### config.mk
export PLATFORM = sky130hd
export DESIGN_NAME = kli_ctrl
export DESIGN_NICKNAME = d
export VERILOG_FILES = /design/src/kli_pkg.sv /design/src/kli_ctrl.sv
export SDC_FILE = /design/constraint.sdc
export NUM_CORES = 1
export LEC_CHECK = 0
export ABC_AREA = 1
export BUFFER_PORTS_ARGS = -buffer_cell sky130_fd_sc_hd__buf_2
export CAP_MARGIN = 25
export CORE_AREA = 2 2 39 41
export CTS_CLUSTER_SIZE = 20
export DETAILED_ROUTE_END_ITERATION = 6
export DIE_AREA = 0 0 41 43
export MAX_ROUTING_LAYER = met4
export SYNTH_ARGS = -nofsm -noshare
export SYNTH_HDL_FRONTEND = slang
export SYNTH_SLANG_ARGS = --single-unit
### constraint.sdc
create_clock -name clk -period 1.74 [get_ports clk]
set_clock_uncertainty 0.2 [all_clocks]
set_input_delay 0.174 -clock clk [delete_from_list [all_inputs] [get_ports clk]]
set_output_delay 0.174 -clock clk [all_outputs]
set_load 0.03 [all_outputs]
### src/kli_pkg.sv
// Shared types and constants for the keyframe leg interpolator.
package kli_pkg;

    localparam int STORE_DEPTH_DEF = 64;
    localparam int LEG_COUNT_DEF   = 4;
    localparam int TIME_W  = 20;
    localparam int COORD_W = 12;
    localparam int LEG_W   = 2;
    localparam int ENTRY_W = TIME_W + LEG_W + 3 * COORD_W;

    typedef enum logic [1:0] {
        ACT_CLEAR  = 2'd0,
        ACT_APPEND = 2'd1,
        ACT_EVAL   = 2'd2,
        ACT_NONE   = 2'd3
    } action_t;

    typedef enum logic [3:0] {
        ST_IDLE,
        ST_LEG_START,
        ST_READ,
        ST_CHECK,
        ST_DIV_START,
        ST_DIV,
        ST_EMIT
    } state_t;

    // Controller -> datapath commands.
    typedef struct packed {
        logic do_append;
        logic do_clear;
        logic leg_start;
        logic mem_rd;
        logic check;
        logic div_start;
        logic emit;
        logic out_take;
    } cmd_t;

    // Datapath -> controller status.
    typedef struct packed {
        logic walk_done;
        logic end_found;
        logic need_div;
        logic div_done;
        logic last_leg;
        logic out_busy;
    } status_t;

endpackage

### src/kli_ctrl.sv
// Evaluation sequencer: walks the store per leg, runs divisions, issues results.
module kli_ctrl
    import kli_pkg::*;
(
    input  logic    clk,
    input  logic    rst_n,
    input  logic    in_valid,
    input  logic [1:0] in_action,
    output logic    in_ready,
    input  status_t sts,
    output cmd_t    cmd
);
    state_t state_reg, state_next;
    logic [1:0] divn_reg, divn_next;

    always_ff @(posedge clk or negedge rst_n)
    begin
        if (!rst_n)
        begin
            state_reg <= ST_IDLE;
            divn_reg  <= '0;
        end
        else
        begin
            state_reg <= state_next;
            divn_reg  <= divn_next;
        end
    end

    always_comb
    begin
        state_next = state_reg;
        divn_next  = divn_reg;
        unique case (state_reg)
            ST_IDLE:
            begin
                if (in_valid && in_action == ACT_EVAL)
                begin
                    state_next = ST_LEG_START;
                end
            end
            ST_LEG_START: state_next = ST_READ;
            ST_READ:
            begin
                // walk ends at the end keyframe or past the last stored entry
                if (sts.end_found || sts.walk_done)
                begin
                    divn_next  = '0;
                    state_next = sts.need_div ? ST_DIV_START : ST_EMIT;
                end
                else
                begin
                    state_next = ST_CHECK;
                end
            end
            ST_CHECK: state_next = ST_READ;
            ST_DIV_START: state_next = ST_DIV;
            ST_DIV:
            begin
                if (sts.div_done)
                begin
                    if (divn_reg == 2'd2)
                    begin
                        state_next = ST_EMIT;
                    end
                    else
                    begin
                        divn_next  = divn_reg + 2'd1;
                        state_next = ST_DIV_START;
                    end
                end
            end
            ST_EMIT:
            begin
                if (!sts.out_busy)
                begin
                    state_next = sts.last_leg ? ST_IDLE : ST_LEG_START;
                end
            end
            default: state_next = ST_IDLE;
        endcase
    end

    always_comb
    begin
        cmd           = '0;
        in_ready      = 1'b0;
        unique case (state_reg)
            ST_IDLE:
            begin
                in_ready     = 1'b1;
                cmd.do_clear = in_valid && in_action == ACT_CLEAR;
                cmd.do_append = in_valid && in_action == ACT_APPEND;
                cmd.leg_start = in_valid && in_action == ACT_EVAL;
            end
            ST_LEG_START: cmd.mem_rd = 1'b0;
            ST_READ:      cmd.mem_rd = !(sts.end_found || sts.walk_done);
            ST_CHECK:     cmd.check = 1'b1;
            ST_DIV_START: cmd.div_start = 1'b1;
            ST_DIV:       cmd.out_take = sts.div_done;
            ST_EMIT:      cmd.emit = !sts.out_busy;
            default:      cmd = '0;
        endcase
    end
endmodule

# Yosys cells after proc, flatten, opt, wreduce, memory -nomap -nowiden

Index checks and enable logic that the tools add are counted.

Add/sub/neg operators: 1
Equality and inequality tests: 14
Mux-type cells: 19
Reductions and logical operators: 12

Operator list:

| kind                | count |
|---|---|
| $pmux 4 s6          | 1 |
| $eq 4x3->1 const B  | 3 |
| $mux 4              | 3 |
| $mux 2              | 5 |
| $ne 2x2->1 const B  | 5 |
| $eq 4x2->1 const B  | 2 |
| $mux 1              | 7 |
| $mux 3              | 2 |
| $eq 2x2->1 const B  | 2 |
| $eq 4x1->1 const B  | 1 |
| $logic_not 4->1     | 1 |
| $pmux 2 s2          | 1 |
| $reduce_and 4->1    | 1 |
| $logic_and 1x1->1   | 3 |
| $reduce_and 3->1    | 1 |
| $add 2x1->2 const B | 1 |
| $eq 2x1->1 const B  | 1 |
| $logic_not 1->1     | 2 |
| $logic_not 2->1     | 1 |
| $reduce_bool 2->1   | 1 |
| $reduce_or 2->1     | 1 |
| $logic_or 1x1->1    | 1 |

Flip-flop bits (word level): 6
Input bits: 11
Output and inout bits: 9
Word-level logic and storage cells: 48

# Depth between registers and ports, before layout

Gate-level depths: netlist (run 1).

Depth in word-level cells: 4
Mapped depth: 7
Gate-level depth less buffers: 7

# Worst setup path after synthesis (run 1)

Ideal clock, no wire load.

Kind: reg2out
Start point: reg state_reg[0]
End point: out cmd[6] (netlist bit)
Data arrival time: 1890 ps
Required time: 1366 ps
Path slack: -524 ps
Cell stages (with the launch flop): 6
Path buffers: 0
Cells stage by stage: dfrtp_1 > inv_2 > nand2_1 > nor2_2 > inv_2 > nor4_1

RTL lines:

| item                   | line           | text |
|---|---|---|
| from (decl)            | kli_ctrl.sv:13 | `state_t state_reg, state_next;` |
| from (signal assigned) | kli_ctrl.sv:25 | `state_reg <= state_next;` |
| to (decl)              | kli_ctrl.sv:11 | `output cmd_t cmd` |

==> metrics, run 1 <==
area share of the largest cell type after synthesis=0.290; combinational cell fraction of total power=0.633; path type of the worst setup path=reg2out; largest area contributor in the netlist=sky130_fd_sc_hd__dfrtp_1; placement row count=14; pin count of the biggest net entering global routing=9; post-route total power=0.000961 W; setup violators final=0; Overall Global Routing Usage=0.152; initial standard-cell utilization of the core=0.312; Worst path max stage delay=420 ps; net switching fraction of the power=0.490; Std-Cell Core Area=1380 um^2; first-pass detailed-route iteration total=5; run status=finished, final reports clean; area added between synthesis and finish=54.5%; Yosys cell types=18; worst path required time=1370 ps; Worst EP arrival=1290 ps; most area-consuming cells after synthesis=sky130_fd_sc_hd__dfrtp_1 29%, sky130_fd_sc_hd__nand2_1 20%, sky130_fd_sc_hd__inv_1 9.6%; number of flip-flops in the largest register=3; sum of buffers and inverters on the critical path=3; leftover overflow at the end of global routing=0; kind of end point of the critical path=output port; I/O pin count=20; number of global-route vias before repair=464; average wire per standard cell=9.26 um; Yosys Warn Count=0; floorplan die height=43 um; worst-skew pair later-pin latency=240 ps; flop and latch count out of synthesis=5; Worst IR Drop VDD=0.000519 V; layout cell share with drive strength beyond 1=0.406; Power Internal=0.000490 W; number of enable-type register cells in the synthesized netlist=0; placer's final routability congestion estimate=0.688; cells after synthesis=72; layout net count=114; per-cell via count in the routed design=4.47; pins over their slew limit=0; Primary FF master, synth=sky130_fd_sc_hd__dfrtp_1; hpwl dp=777 um; CTS tree=built; RSZ-0062 raised after global routing=false; share of synthesized registers carrying an async set or reset=1.00; overall routed net length=1080 um; number of buffers added on ports=19; final critical-path share of the clock period=0.958; maximum level of the CTS H-tree=1; clk sinks=5; top post-synthesis cells by count=23 x sky130_fd_sc_hd__nand2_1, 11 x sky130_fd_sc_hd__inv_1, 11 x sky130_fd_sc_hd__nor2_1; FMAX=0.600 GHz; Psw=0.000471 W; sum of negative setup slack=0 ps; clock root buffer master=sky130_fd_sc_hd__clkbuf_4; worst path cell trace=inv_2, nand2_2, nor2_4, inv_2, nor4_4, buf_4; Crit path top cell by count=sky130_fd_sc_hd__inv_2; fraction of power consumed by sequential logic=0.227; total vias in the final route=523; DRC viols=0; Clock Path Buffers=2; Die Width=41 um; Max-slew headroom=0.852; Die Footprint=1760 um^2; relative contribution of the clock network to total power=0.140; number of maximum-capacitance violations=0; clock-pin slew reported for the worst setup and hold paths after clock tree synthesis=40 ps; Final min period=1670 ps; worst hold-check path type=in2reg; wire length of the first global-routing pass=1750 um; post-synth net total=84; total power per unit cell area=1440 nW/um^2; Setup crit start kind=register; Final Hold Viols=0; cell area after synthesis=432 um^2; mean post-synth cell area=6.00 um^2; antenna violations before repair=0; Seq/Total Area, Yosys=0.290; family of cells with the greatest summed delay on the critical path=flip-flops; slew at the pin with the worst max-slew slack=221 ps; Crit-path slowest cell=sky130_fd_sc_hd__dfrtp_2; critical path fanouts, max=3; Initial DRC Count=4; number of buffers created by CTS=3; number of nets with antenna violations after routing=0; dominant cell by count in the synthesized netlist=sky130_fd_sc_hd__nand2_1; leakage power=0.403 nW; number of inserted diodes=0
## layout make-up
cell class / count / area, um^2
Clock buffer: 4 / 26.3
Fill cell: 152 / 717
Inverter: 14 / 52.6
Multi-Input combinational cell: 52 / 283
Sequential cell: 5 / 128
Tap cell: 16 / 20.0
Timing Repair Buffer: 26 / 158
## kinds of logic after synthesis
kind of cell | count (synthesis) | synth area share
simple gates | 48 | 0.493
flops | 5 | 0.290
compound gates | 3 | 0.0406
fa+ha+maj | 1 | 0.0290
buf+inv | 15 | 0.148
## path summary, 6_finish.rpt
path                         startpoint  slack, ps            to  cells after the start
max in group asynchronous         rst_n       1130  state_reg[2]                      2
min in group asynchronous         rst_n         70  state_reg[1]                      2
min                              sts[0]         60  state_reg[1]                      3
max reg2reg                state_reg[2]        320  state_reg[0]                      6
max                        state_reg[0]         70        cmd[7]                      6
min reg2reg                 divn_reg[0]        270   divn_reg[0]                      2
## per-stage QoR
step | std cells | hold WS, ps | setup slack [ps] | utilization | cell area [um^2]
after floorplan | 72 | -322 | 79.7 | - | 469
after global placement | 106 | -212 | 212 | 0.414 | 573
after detailed placement | 106 | -211 | 191 | 0.414 | 573
after CTS | 114 | 51.7 | 34.9 | 0.463 | 641
after global routing | 117 | 82.0 | 5.05 | 0.482 | 667
final | 117 | 55.8 | 72.6 | 0.482 | 667
## worst min-delay path: cells and delay by family
kind	cells	cell delay, ps
buf+inv	1	90
compound gates	1	90
simple gates	1	100
## layout by cell type (no fill, tap or decap), drive strengths merged, types with 2 or more instances in the layout
cell / Yosys / routed
nand2: 24 / 24
buf: 1 / 24
inv: 14 / 14
nor2: 13 / 13
clkbuf: 0 / 5
dfrtp: 5 / 5
nand3: 4 / 4
nor4: 2 / 2
nor3: 2 / 2
nand4: 2 / 2
o21ai: 2 / 2
## power groups by stage
| stage | combinational, W | sequential [W] | clock, W |
|---|---|---|---|
| floorplan | 0.000419 | 0.000202 | 0 |
| global placement | 0.000483 | 0.000228 | 0 |
| detailed placement | 0.000485 | 0.000228 | 0 |
| CTS | 0.000566 | 0.000217 | 0.000138 |
| global route | 0.000685 | 0.000223 | 0.000144 |
| finish | 0.000608 | 0.000218 | 0.000135 |
## what timing repair did
action	4_1_cts	5_1_grt
hold endpoints to repair	5	0
gates resized for setup	4	2
buffers inserted	3	3
gates cloned	0	0
pin swaps	1	1
endpoints found under the setup margin	3	2
hold buffers	1	0
## metal layers
metal  vias up  global-route usage  share of wire
met5         -                   -              0
met4         0               0.100          0.017
met3         2              0.0314          0.030
met2        10               0.222           0.56
met1       230               0.181           0.40
li1        281                   -              -
(Power assumes the default switching activity.)
==> run 2, diff against run 1 <==
--- a/config.mk
+++ b/config.mk
@@ -8,10 +8,10 @@
 export ABC_AREA = 1
 export BUFFER_PORTS_ARGS = -buffer_cell sky130_fd_sc_hd__buf_2
 export CAP_MARGIN = 25
-export CORE_AREA = 2 2 39 41
+export CORE_AREA = 2 2 45 47
 export CTS_CLUSTER_SIZE = 20
 export DETAILED_ROUTE_END_ITERATION = 6
-export DIE_AREA = 0 0 41 43
+export DIE_AREA = 0 0 47 49
 export MAX_ROUTING_LAYER = met4
 export SYNTH_ARGS = -nofsm -noshare
 export SYNTH_HDL_FRONTEND = slang
==> run 2 against run 1 <==
Sequential power up 2%. Non-clock buffer count decreased by 3. Sequential share of layout area hardly changed. Utilization shrank 12 points. Critical path type unchanged.
==> metrics, run 2 (synthesis gave the netlist of run 1 again) <==
CTS tree=built; area added between synthesis and finish=54.8%; Std-Cell Core Area=1840 um^2; placer's final routability congestion estimate=0.826; maximum level of the CTS H-tree=1; overall routed net length=1090 um; placement row count=16; top library cells by usage in the layout, fill and taps aside=22 x sky130_fd_sc_hd__nand2_1, 16 x sky130_fd_sc_hd__buf_2, 11 x sky130_fd_sc_hd__inv_1, 10 x sky130_fd_sc_hd__nor2_1, 4 x sky130_fd_sc_hd__buf_4; final critical-path share of the clock period=0.969; DRC viols=0; worst-skew pair later-pin latency=240 ps; total power per unit cell area=1390 nW/um^2; I/O pin count=20; Crit-path slowest cell=sky130_fd_sc_hd__dfrtp_1; number of inserted diodes=0; sum of negative setup slack=0 ps; Power Internal=0.000462 W; number of buffers created by CTS=3; hpwl dp=888 um; Psw=0.000466 W; FMAX=0.593 GHz; worst hold-check path type=in2reg; leading cell type in the layout, fill and taps excluded=sky130_fd_sc_hd__nand2_1; pin count of the biggest net entering global routing=9; Critical R2R Launch=state_reg[1]; layout cell share with drive strength beyond 1=0.388; Worst EP arrival=1310 ps; number of global-route vias before repair=489; slew at the pin with the worst max-slew slack=233 ps; net switching fraction of the power=0.502; antenna violations before repair=0; kind of end point of the critical path=output port; post-route total power=0.000928 W; pins over their slew limit=0; clock root buffer master=sky130_fd_sc_hd__clkbuf_4; worst path cell trace=inv_2, nand2_2, nor2_4, inv_4, nor4_4, buf_6; layout net count=111; path type of the worst setup path=reg2out; total vias in the final route=530; average wire per standard cell=8.74 um; critical path fanouts, max=4; number of flip-flops in the largest register=3; pre-CTS setup slack=175 ps; Initial DRC Count=8; number of nets with antenna violations after routing=0; startpoint of the worst setup timing path=state_reg[1]; launch instance of the worst min-delay path=sts[0]; run status=finished, final reports clean; Max-slew headroom=0.843; relative contribution of the clock network to total power=0.143; floorplan die height=49 um; clk sinks=5; setup violators final=0; first-pass detailed-route iteration total=4; RSZ-0062 raised after global routing=true; combinational cell fraction of total power=0.618; clock-pin slew reported for the worst setup and hold paths after clock tree synthesis=40 ps; leftover overflow at the end of global routing=0; number of maximum-capacitance violations=0; initial standard-cell utilization of the core=0.234; Final Hold Viols=0; core utilization of the finished layout=0.363; per-cell via count in the routed design=4.24; Setup crit start kind=register; Worst path max stage delay=410 ps; Overall Global Routing Usage=0.111; Clock Path Buffers=2; Final WS setup=53.5 ps; fraction of power consumed by sequential logic=0.239; wire length of the first global-routing pass=1740 um; Final min period=1690 ps; leakage power=0.390 nW; worst path required time=1370 ps; Die Footprint=2300 um^2; number of buffers added on ports=19; Worst IR Drop VDD=0.000430 V; Die Width=47 um
==> run 2: per-stage QoR <==
step | area (um^2) | hold WS, ps | cells
6_report | 668 | 47.4 | 125
5_1_grt | 668 | 76.7 | 125
3_3_place_gp | 587 | -210 | 117
4_1_cts | 652 | 44.9 | 125
3_5_place_dp | 587 | -210 | 117
2_1_floorplan | 469 | -322 | 72
==> run 2: critical path, delay by kind of cell, from the launching register on <==
kind	cells	cell delay [ps]
buf+inv	3	320
flops	1	410
simple gates	3	350
==> run 2: layout make-up <==
cell class	instances	area (um^2)
Clock buffer	4	26.3
Tap cell	27	33.8
Sequential cell	5	128
Multi-Input combinational cell	52	283
Inverter	14	55.1
Fill cell	202	1170
Timing Repair Buffer	23	143
==> run 2: timing repair <==
| action | 4_1_cts | 5_1_grt |
|---|---|---|
| hold endpoints to repair | 5 | 0 |
| hold buffers | 1 | 0 |
| resized for setup | 3 | 7 |
| setup buffers | 3 | 0 |
| pin swaps | 0 | 0 |
| endpoints found under the setup margin | 2 | 5 |
==> run 2: power groups by stage <==
stage / Sequential (W) / Combinational, W / Clock, W
floorplan: 0.000202 / 0.000419 / 0
global placement: 0.000227 / 0.000480 / 0
detailed placement: 0.000229 / 0.000491 / 0
CTS: 0.000219 / 0.000556 / 0.000138
global route: 0.000231 / 0.000643 / 0.000141
finish: 0.000222 / 0.000573 / 0.000132
==> run 2: routing by layer <==
layer | vias up | global-route usage | part of all wire
met1 | 244 | 0.0936 | 0.36
met5 | - | - | 0
met4 | 0 | 0.0926 | 0
li1 | 273 | - | -
met3 | 0 | 0.0222 | 0.028
met2 | 13 | 0.192 | 0.61
==> run 2: final timing paths <==
check	slack (ps)	cells after the start	endpoint
hold reg to reg	280	2	divn_reg[0]
max in group asynchronous	1130	2	state_reg[0]
min in group asynchronous	70	2	divn_reg[1]
hold / removal	50	3	state_reg[1]
setup / recovery	50	6	cmd[7]
setup reg to reg	360	8	state_reg[2]
